File: src/utz_pkg.sv
package utz_pkg;

    localparam int unsigned APB_ADDR_W = 3;
    localparam int unsigned APB_DATA_W = 32;

    // register indexes, taken from paddr[2]
    localparam logic REG_ZONE_HOURS = 1'b0;
    localparam logic REG_EAST       = 1'b1;

    localparam logic [3:0] ZONE_HOURS_RST = 4'd8;
    localparam logic       EAST_RST       = 1'b1;
    localparam logic [3:0] ZONE_HOURS_MAX = 4'd12;

    localparam logic [5:0] HOURS_PER_DAY  = 6'd24;
    localparam logic [6:0] YEARS_PER_CENT = 7'd100;
    localparam logic [6:0] LAST_YEAR      = 7'd99;
    localparam logic [3:0] JANUARY        = 4'd1;
    localparam logic [3:0] FEBRUARY       = 4'd2;
    localparam logic [3:0] DECEMBER       = 4'd12;
    localparam logic [4:0] FIRST_DAY      = 5'd1;
    localparam logic [4:0] DAYS_LONG      = 5'd31;
    localparam logic [4:0] DAYS_SHORT     = 5'd30;
    localparam logic [4:0] DAYS_FEB       = 5'd28;
    localparam logic [4:0] DAYS_FEB_LEAP  = 5'd29;

    typedef struct packed {
        logic [6:0] utc_year;
        logic [3:0] utc_month;
        logic [4:0] utc_day;
        logic [4:0] utc_hour;
        logic [5:0] utc_minute;
        logic [5:0] utc_second;
    } t_utc_word;

    typedef struct packed {
        logic [6:0] local_year;
        logic [3:0] local_month;
        logic [4:0] local_day;
        logic [4:0] local_hour;
        logic [5:0] local_minute;
        logic [5:0] local_second;
    } t_local_word;

    typedef struct packed {
        logic [3:0] zone_hours;
        logic       east_of_greenwich;
    } t_zone_cfg;

    // Years 2000..2099: divisible by four is leap (2000 is a 400 year)
    function automatic logic [4:0] month_len(input logic [3:0] mm, input logic [6:0] yy);
        logic [4:0] len;
        len = DAYS_LONG;
        case (mm) inside
            FEBRUARY:                 len = (yy[1:0] == 2'b00) ? DAYS_FEB_LEAP : DAYS_FEB;
            4'd4, 4'd6, 4'd9, 4'd11:  len = DAYS_SHORT;
            default:                  len = DAYS_LONG;
        endcase
        return len;
    endfunction

endpackage

File: src/utz_stream_if.sv
interface utz_stream_if #(
    parameter type T = logic
) ();
    logic valid;
    logic ready;
    T     data;

    modport source (output valid, output data, input ready);
    modport sink   (input valid, input data, output ready);
endinterface

File: src/utz_calc.sv
module utz_calc (
    input  utz_pkg::t_utc_word   i_utc,
    input  utz_pkg::t_zone_cfg   i_cfg,
    output utz_pkg::t_local_word o_local
);
    import utz_pkg::*;

    logic [6:0] yy;
    logic [3:0] mm;
    logic [4:0] dd;
    logic [5:0] hh_ext;
    logic [5:0] g_ext;
    logic [5:0] sum_e;
    logic [5:0] sum_w;
    logic       shift_on;
    logic       month_ok;
    logic [3:0] mm_prev;

    assign yy       = (i_utc.utc_year >= YEARS_PER_CENT) ? i_utc.utc_year - YEARS_PER_CENT
                                                         : i_utc.utc_year;
    assign mm       = i_utc.utc_month;
    assign dd       = i_utc.utc_day;
    assign hh_ext   = {1'b0, i_utc.utc_hour};
    assign g_ext    = {2'b00, i_cfg.zone_hours};
    assign sum_e    = hh_ext + g_ext;
    assign sum_w    = hh_ext + HOURS_PER_DAY - g_ext;
    assign shift_on = (i_cfg.zone_hours != 4'd0) && (i_cfg.zone_hours <= ZONE_HOURS_MAX);
    assign month_ok = (mm >= JANUARY) && (mm <= DECEMBER);
    assign mm_prev  = mm - 4'd1;

    always_comb begin
        o_local.local_year   = yy;
        o_local.local_month  = mm;
        o_local.local_day    = dd;
        o_local.local_hour   = i_utc.utc_hour;
        o_local.local_minute = i_utc.utc_minute;
        o_local.local_second = i_utc.utc_second;
        if (shift_on) begin
            if (i_cfg.east_of_greenwich) begin
                if (sum_e < HOURS_PER_DAY) begin
                    o_local.local_hour = sum_e[4:0];
                end else begin
                    o_local.local_hour = 5'(sum_e - HOURS_PER_DAY);
                    if (month_ok) begin
                        if (dd < month_len(mm, yy)) begin
                            o_local.local_day = dd + 5'd1;
                        end else begin
                            o_local.local_day = FIRST_DAY;
                            if (mm == DECEMBER) begin
                                o_local.local_month = JANUARY;
                                o_local.local_year  = (yy == LAST_YEAR) ? 7'd0 : yy + 7'd1;
                            end else begin
                                o_local.local_month = mm + 4'd1;
                            end
                        end
                    end
                end
            end else begin
                if (hh_ext >= g_ext) begin
                    o_local.local_hour = 5'(hh_ext - g_ext);
                end else begin
                    o_local.local_hour = sum_w[4:0];
                    if (month_ok) begin
                        if (dd > FIRST_DAY) begin
                            o_local.local_day = dd - 5'd1;
                        end else if (mm == JANUARY) begin
                            o_local.local_month = DECEMBER;
                            o_local.local_day   = DAYS_LONG;
                            o_local.local_year  = (yy == 7'd0) ? LAST_YEAR : yy - 7'd1;
                        end else begin
                            o_local.local_month = mm_prev;
                            o_local.local_day   = month_len(mm_prev, yy);
                        end
                    end
                end
            end
        end
    end

endmodule

File: src/utc_to_zone_date_time_unit.sv
// An accepted input word is held in the input register, then in the result register, and leaves on o_local.
// Throughput: one word per cycle; input register and result register form a
// two-stage pipeline, so a stalled result holds the input off only once the
// input register also holds a word.
// Reset (i_rst_n low, synchronous): both stages empty, zone_hours = 8,
// east_of_greenwich = 1.
module utc_to_zone_date_time_unit (
    input  logic                                i_clk,
    input  logic                                i_rst_n,
    utz_stream_if.sink                          i_utc,
    utz_stream_if.source                        o_local,
    input  logic                                psel,
    input  logic                                penable,
    input  logic                                pwrite,
    input  logic [utz_pkg::APB_ADDR_W-1:0]      paddr,
    input  logic [utz_pkg::APB_DATA_W-1:0]      pwdata,
    output logic [utz_pkg::APB_DATA_W-1:0]      prdata,
    output logic                                pready
);
    import utz_pkg::*;

    t_zone_cfg   r_cfg;
    t_utc_word   r_in;
    logic        r_in_vld;
    t_local_word r_out;
    logic        r_out_vld;
    t_local_word n_out;
    logic        w_out_free;
    logic        w_adv;
    logic        w_in_take;
    logic        w_wr;

    // config registers
    assign pready = 1'b1;
    assign w_wr   = psel && penable && pwrite && pready;

    always_ff @(posedge i_clk) begin
        if (!i_rst_n) begin
            r_cfg.zone_hours        <= ZONE_HOURS_RST;
            r_cfg.east_of_greenwich <= EAST_RST;
        end else if (w_wr) begin
            case (paddr[2])
                REG_ZONE_HOURS: r_cfg.zone_hours        <= pwdata[3:0];
                REG_EAST:       r_cfg.east_of_greenwich <= pwdata[0];
                default:        r_cfg                   <= r_cfg;
            endcase
        end
    end

    always_comb begin
        case (paddr[2])
            REG_ZONE_HOURS: prdata = {28'd0, r_cfg.zone_hours};
            REG_EAST:       prdata = {31'd0, r_cfg.east_of_greenwich};
            default:        prdata = '0;
        endcase
    end

    // pipeline control
    assign w_out_free  = !r_out_vld || o_local.ready;
    assign w_adv       = r_in_vld && w_out_free;
    assign i_utc.ready = !r_in_vld || w_out_free;
    assign w_in_take   = i_utc.valid && i_utc.ready;

    always_ff @(posedge i_clk) begin
        if (!i_rst_n) begin
            r_in_vld  <= 1'b0;
            r_out_vld <= 1'b0;
        end else begin
            if (w_in_take) begin
                r_in_vld <= 1'b1;
            end else if (w_adv) begin
                r_in_vld <= 1'b0;
            end
            if (w_adv) begin
                r_out_vld <= 1'b1;
            end else if (o_local.ready) begin
                r_out_vld <= 1'b0;
            end
        end
    end

    always_ff @(posedge i_clk) begin
        if (w_in_take) begin
            r_in <= i_utc.data;
        end
        if (w_adv) begin
            r_out <= n_out;
        end
    end

    utz_calc u_calc (
        .i_utc   (r_in),
        .i_cfg   (r_cfg),
        .o_local (n_out)
    );

    assign o_local.valid = r_out_vld;
    assign o_local.data  = r_out;

`ifndef ASSERT_OFF
    a_take_fills_input: assert property (@(posedge i_clk) disable iff (!i_rst_n)
        w_in_take |=> r_in_vld)
        else $error("accepted word not held in input stage");

    a_adv_fills_output: assert property (@(posedge i_clk) disable iff (!i_rst_n)
        w_adv |=> r_out_vld)
        else $error("advanced word missing from result stage");

    a_minute_passes: assert property (@(posedge i_clk) disable iff (!i_rst_n)
        w_adv |=> (r_out.local_minute == $past(r_in.utc_minute))
                  && (r_out.local_second == $past(r_in.utc_second)))
        else $error("minute or second altered");

    a_hour_in_range: assert property (@(posedge i_clk) disable iff (!i_rst_n)
        (w_adv && (r_in.utc_hour < 5'd24)) |=> (r_out.local_hour < 5'd24))
        else $error("local hour out of range");

    a_zone_write: assert property (@(posedge i_clk) disable iff (!i_rst_n)
        (w_wr && (paddr[2] == REG_ZONE_HOURS)) |=> (r_cfg.zone_hours == $past(pwdata[3:0])))
        else $error("zone_hours write lost");
`endif

endmodule

File: src/flat_wrapper.sv
// flat-port wrapper written by rule: the top's interface ports become plain ports
module utc_to_zone_date_time_unit_flat import utz_pkg::*;
  (i_clk, i_rst_n, psel, penable, pwrite, paddr, pwdata, prdata, pready, i_utc_valid, i_utc_data, i_utc_ready, o_local_valid, o_local_data, o_local_ready);
  utz_stream_if #(.T(t_utc_word)) i_utc_i ();
  utz_stream_if #(.T(t_local_word)) o_local_i ();
  input  logic i_clk;
  input  logic i_rst_n;
  input  logic psel;
  input  logic penable;
  input  logic pwrite;
  input  logic [utz_pkg::APB_ADDR_W-1:0] paddr;
  input  logic [utz_pkg::APB_DATA_W-1:0] pwdata;
  output logic [utz_pkg::APB_DATA_W-1:0] prdata;
  output logic pready;
  input wire logic [$bits(i_utc_i.valid)-1:0] i_utc_valid;
  input wire logic [$bits(i_utc_i.data)-1:0] i_utc_data;
  output wire logic [$bits(i_utc_i.ready)-1:0] i_utc_ready;
  output wire logic [$bits(o_local_i.valid)-1:0] o_local_valid;
  output wire logic [$bits(o_local_i.data)-1:0] o_local_data;
  input wire logic [$bits(o_local_i.ready)-1:0] o_local_ready;
  assign i_utc_i.valid = i_utc_valid;
  assign i_utc_i.data = i_utc_data;
  assign i_utc_ready = i_utc_i.ready;
  assign o_local_valid = o_local_i.valid;
  assign o_local_data = o_local_i.data;
  assign o_local_i.ready = o_local_ready;
  utc_to_zone_date_time_unit u_core (.i_clk(i_clk), .i_rst_n(i_rst_n), .i_utc(i_utc_i), .o_local(o_local_i), .psel(psel), .penable(penable), .pwrite(pwrite), .paddr(paddr), .pwdata(pwdata), .prdata(prdata), .pready(pready));
endmodule
File: config.mk
export PLATFORM = sky130hd
export DESIGN_NAME = utc_to_zone_date_time_unit_flat
export DESIGN_NICKNAME = d
export VERILOG_FILES = /design/src/utz_pkg.sv /design/src/utz_stream_if.sv /design/src/utz_calc.sv /design/src/utc_to_zone_date_time_unit.sv /design/src/flat_wrapper.sv
export SDC_FILE = /design/constraint.sdc
export NUM_CORES = 1
export LEC_CHECK = 0
export BUFFER_PORTS_ARGS = -buffer_cell sky130_fd_sc_hd__buf_2
export CORE_ASPECT_RATIO = 2
export CORE_UTILIZATION = 45
export CTS_BUF_LIST = sky130_fd_sc_hd__clkbuf_2
export DETAILED_ROUTE_END_ITERATION = 6
export PLACE_DENSITY = 0.78
export SETUP_SLACK_MARGIN = 0.02
export SLEW_MARGIN = 10
export SYNTH_ARGS = -nofsm -noshare
export SYNTH_HDL_FRONTEND = slang
export SYNTH_SLANG_ARGS = --single-unit
File: constraint.sdc
create_clock -name i_clk -period 3.3 [get_ports i_clk]
set_input_delay 0.495 -clock i_clk [delete_from_list [all_inputs] [get_ports i_clk]]
set_output_delay 0.495 -clock i_clk [all_outputs]
set_load 0.01 [all_outputs]
==> qor.yml <==
status:
  outcome: "completed"
pwr:
  powerDensity_nw_per_um2: 355
  finalPower_mw: 2.10
  p_leak_nw: 2.49
  ir_drop_mv: 0.310
critical_path:
  slowest_stage: "a2111oi_0"
  cp-start-kind: "flip-flop"
  crit_buf_inv: 1
  max_stage_delay_ns: 0.57
  end_kind: "flip-flop"
  worstSetupPathType: "reg2reg"
  required_ns: 3.61
  crit_fanout: 8
  crit_chain: "inv_1 > ha_1 > and3b_1 > a31oi_1 > and3b_1 > a2111oi_0 > a2111oi_0 > or4_1"
  crit_family: "compound AO/OA/AOI/OAI gates"
  crit_arrival_ns: 3.45
sta:
  finalSetupTns_ns: 0
  fmax_mhz: 318
  min_period_over_period_pct: 95.3
  rsz0062_at_grt: "no"
  final.setup_skew_ns: 0.0293
  setup_viol: 0
  relSlewSlack_pct: 24.2
  worstMarginPinSlew_ns: 1.13
  hold_viol_final: 0
  fin_crit_ns: 3.15
  slew_viol_final: 0
global_routing:
  grt_usage_pct: 23.4
  grt_max_degree: 34
  grt_pass1_wl_mm: 21.3
  antenna_found_initial: 1
  grt_pass1_vias: 4490
  grt.overflow.total: 0
layout:
  drive_gt1_share_pct: 25.9
  num-nets-final: 724
  areaGrowthSynthToFinish_pct: 16.0
  fillCellCount: 1004
  final_core_util_pct: 54.1
  stdcell_count: 763
  design_area_um2: 5920
synth:
  yosysTopAreaCell: "edfxtp_1"
  synth_most_common_cell: "edfxtp_1"
  yosys-top-cells-count: "edfxtp_1, nor2_1, inv_1"
  avgSynthCellArea_um2: 10.0
  yosys.area.top_type_share_pct: 38.8
  synth_area_leaders: "edfxtp_1, ha_1, buf_4"
  yosysSeqAreaShare_pct: 41.6
  synth-edff-count: 66
  synth_ff_type: "edfxtp_1"
  syn_area_um2: 5110
  synth_cells: 510
  ys_async_sr_fraction_pct: 0
  synth_cell_type_count: 75
  ys_ff_latch: 73
  yosysWarnings: 0
worst_hold_path:
  hp-class: "in2reg"
clock_tree:
  cts_root_buffer: "clkbuf_2"
  cts_made_buffers: 9
  clk_latency_ns: 0.55
  holdBufCountCts: 0
  post_cts_buffers: 0
  clockBufferDepth: 2
  cts_sinks: 73
  cts_tree: "built"
  cts.clk_slew.worst_paths_ns: 0.22
  h-tree-depth: 3
placed_design:
  place_inst: 746
  hpwl_mm: 10.4
  place_area_um2: 5760
  io_buffers: 83
  gp_congestion: 0.938
floorplan:
  die_w_um: 77.3
  die-area_um2: 11800
  io_pins: 143
  core_area_um2: 10900
  rows: 54
  die_h_um: 153
  initial_core_util_pct: 46.7
detailed_routing:
  drcViolationCount: 0
  first_iter_violations: 263
  dr.pass1.iters: 5
  vias: 4431
  wire_per_inst_um: 17.5
  ant_nets: 0
  viasPerCell: 5.81
  wirelength_mm: 13.3
run:
  cap_violations: 0
## report_power, final
group | switching (mW) | internal (mW)
sequential | 0.0365 | 1.07
combinational | 0.245 | 0.167
clock | 0.329 | 0.256
## final timing paths
path / start / to / slack (ns) / cells after the start
min reg2reg: u_core.r_in[6] / u_core.o_local.data[6] / 0.43 / 0
max: u_core.r_in[23] / u_core.o_local.data[17] / 0.15 / 8
min: i_utc_data[31] / u_core.r_in[31] / 0.09 / 1
max reg2reg: u_core.r_in[23] / u_core.o_local.data[17] / 0.15 / 8
## worst register-to-register path, stage by stage, from the launching register on
cell	delay [ns]
edfxtp_1	0.52
inv_1	0.17
ha_1	0.29
and3b_1	0.19
a31oi_1	0.27
and3b_1	0.22
a2111oi_0	0.57
a2111oi_0	0.19
or4_1	0.52
## flip-flops by register name, summed over array words and instances (netlist names)
signal and flops:
u_core.o_local.data 33, u_core.o_local.valid 1, u_core.r_cfg 5, u_core.r_in 33, u_core.r_in_vld 1
## repair_timing
item / 4_1_cts / 5_1_grt
endpoints found under the hold margin: 0 / 0
resized for setup: 0 / 3
setup endpoints to repair: 0 / 2
## area by class of cell
cell class	count	area, µm²	share of cell area (%)
Multi-Input combinational cell	378	2650	44.7
Sequential cell	73	2120	35.8
Timing Repair Buffer	122	708	12.0
Tap cell	140	175	2.96
Inverter	33	124	2.09
Clock inverter	6	90.1	1.52
Clock buffer	10	50.0	0.845
Antenna cell	1	2.50	0.0423
## layer usage
metal	vias to the layer above	global-route usage, %	part of all wire [%]	wire length [µm]
li1	2072	-	-	-
met1	2067	20.6	32	4280
met2	220	43.8	56	7470
met3	72	4.07	4.5	604
met4	0	20.2	7.4	992
met5	-	0	0	0
## cell usage in the layout (no fill, tap or decap), types with 4 or more instances in the layout
master / synthesis / routed
nand3_1: 11 / 11
a211oi_1: 5 / 5
inv_1: 33 / 33
a2111oi_0: 4 / 4
nor2_1: 37 / 37
or3_1: 8 / 8
a311oi_1: 5 / 4
nand2b_1: 7 / 7
nor2b_1: 11 / 10
nand2_1: 28 / 28
buf_4: 29 / 39
fa_1: 5 / 5
o211ai_1: 15 / 15
nand4_1: 7 / 7
dfxtp_1: 7 / 7
xnor2_1: 4 / 4
and2_1: 9 / 9
conb_1: 2 / 29
a21boi_0: 4 / 4
nor3_1: 16 / 16
o2111ai_1: 5 / 5
nor4_1: 8 / 8
clkbuf_2: 0 / 10
a21oi_1: 18 / 18
edfxtp_1: 66 / 66
ha_1: 27 / 27
buf_2: 3 / 83
mux2i_1: 12 / 12
o211a_1: 5 / 5
o21a_1: 8 / 7
a31oi_1: 7 / 7
o21ai_0: 21 / 21
## stage by stage
step / worst slack [ns] / hold slack (ns)
final: 0.154 / 0.0931
after global routing: 0.0727 / 0.0605
after CTS: 0.117 / 0.0683
after detailed placement: 0.200 / 0.406
after global placement: 0.247 / 0.400
after floorplan: 0.378 / 0.400
## cells by family (layout without fill, tap and decap cells)
family,Yosys count,in the layout,synth area share [%]
flip-flops,73,73,41.6
AO/OA/AOI/OAI,131,131,19.4
buffers and inverters,86,171,8.97
XOR/XNOR,6,6,1.03
other,2,30,0.147
adder cells (fa/ha/maj),32,32,8.58
AND/OR/NAND/NOR,166,166,17.5
multiplexers,14,14,2.79
(Power assumes the default switching activity.)
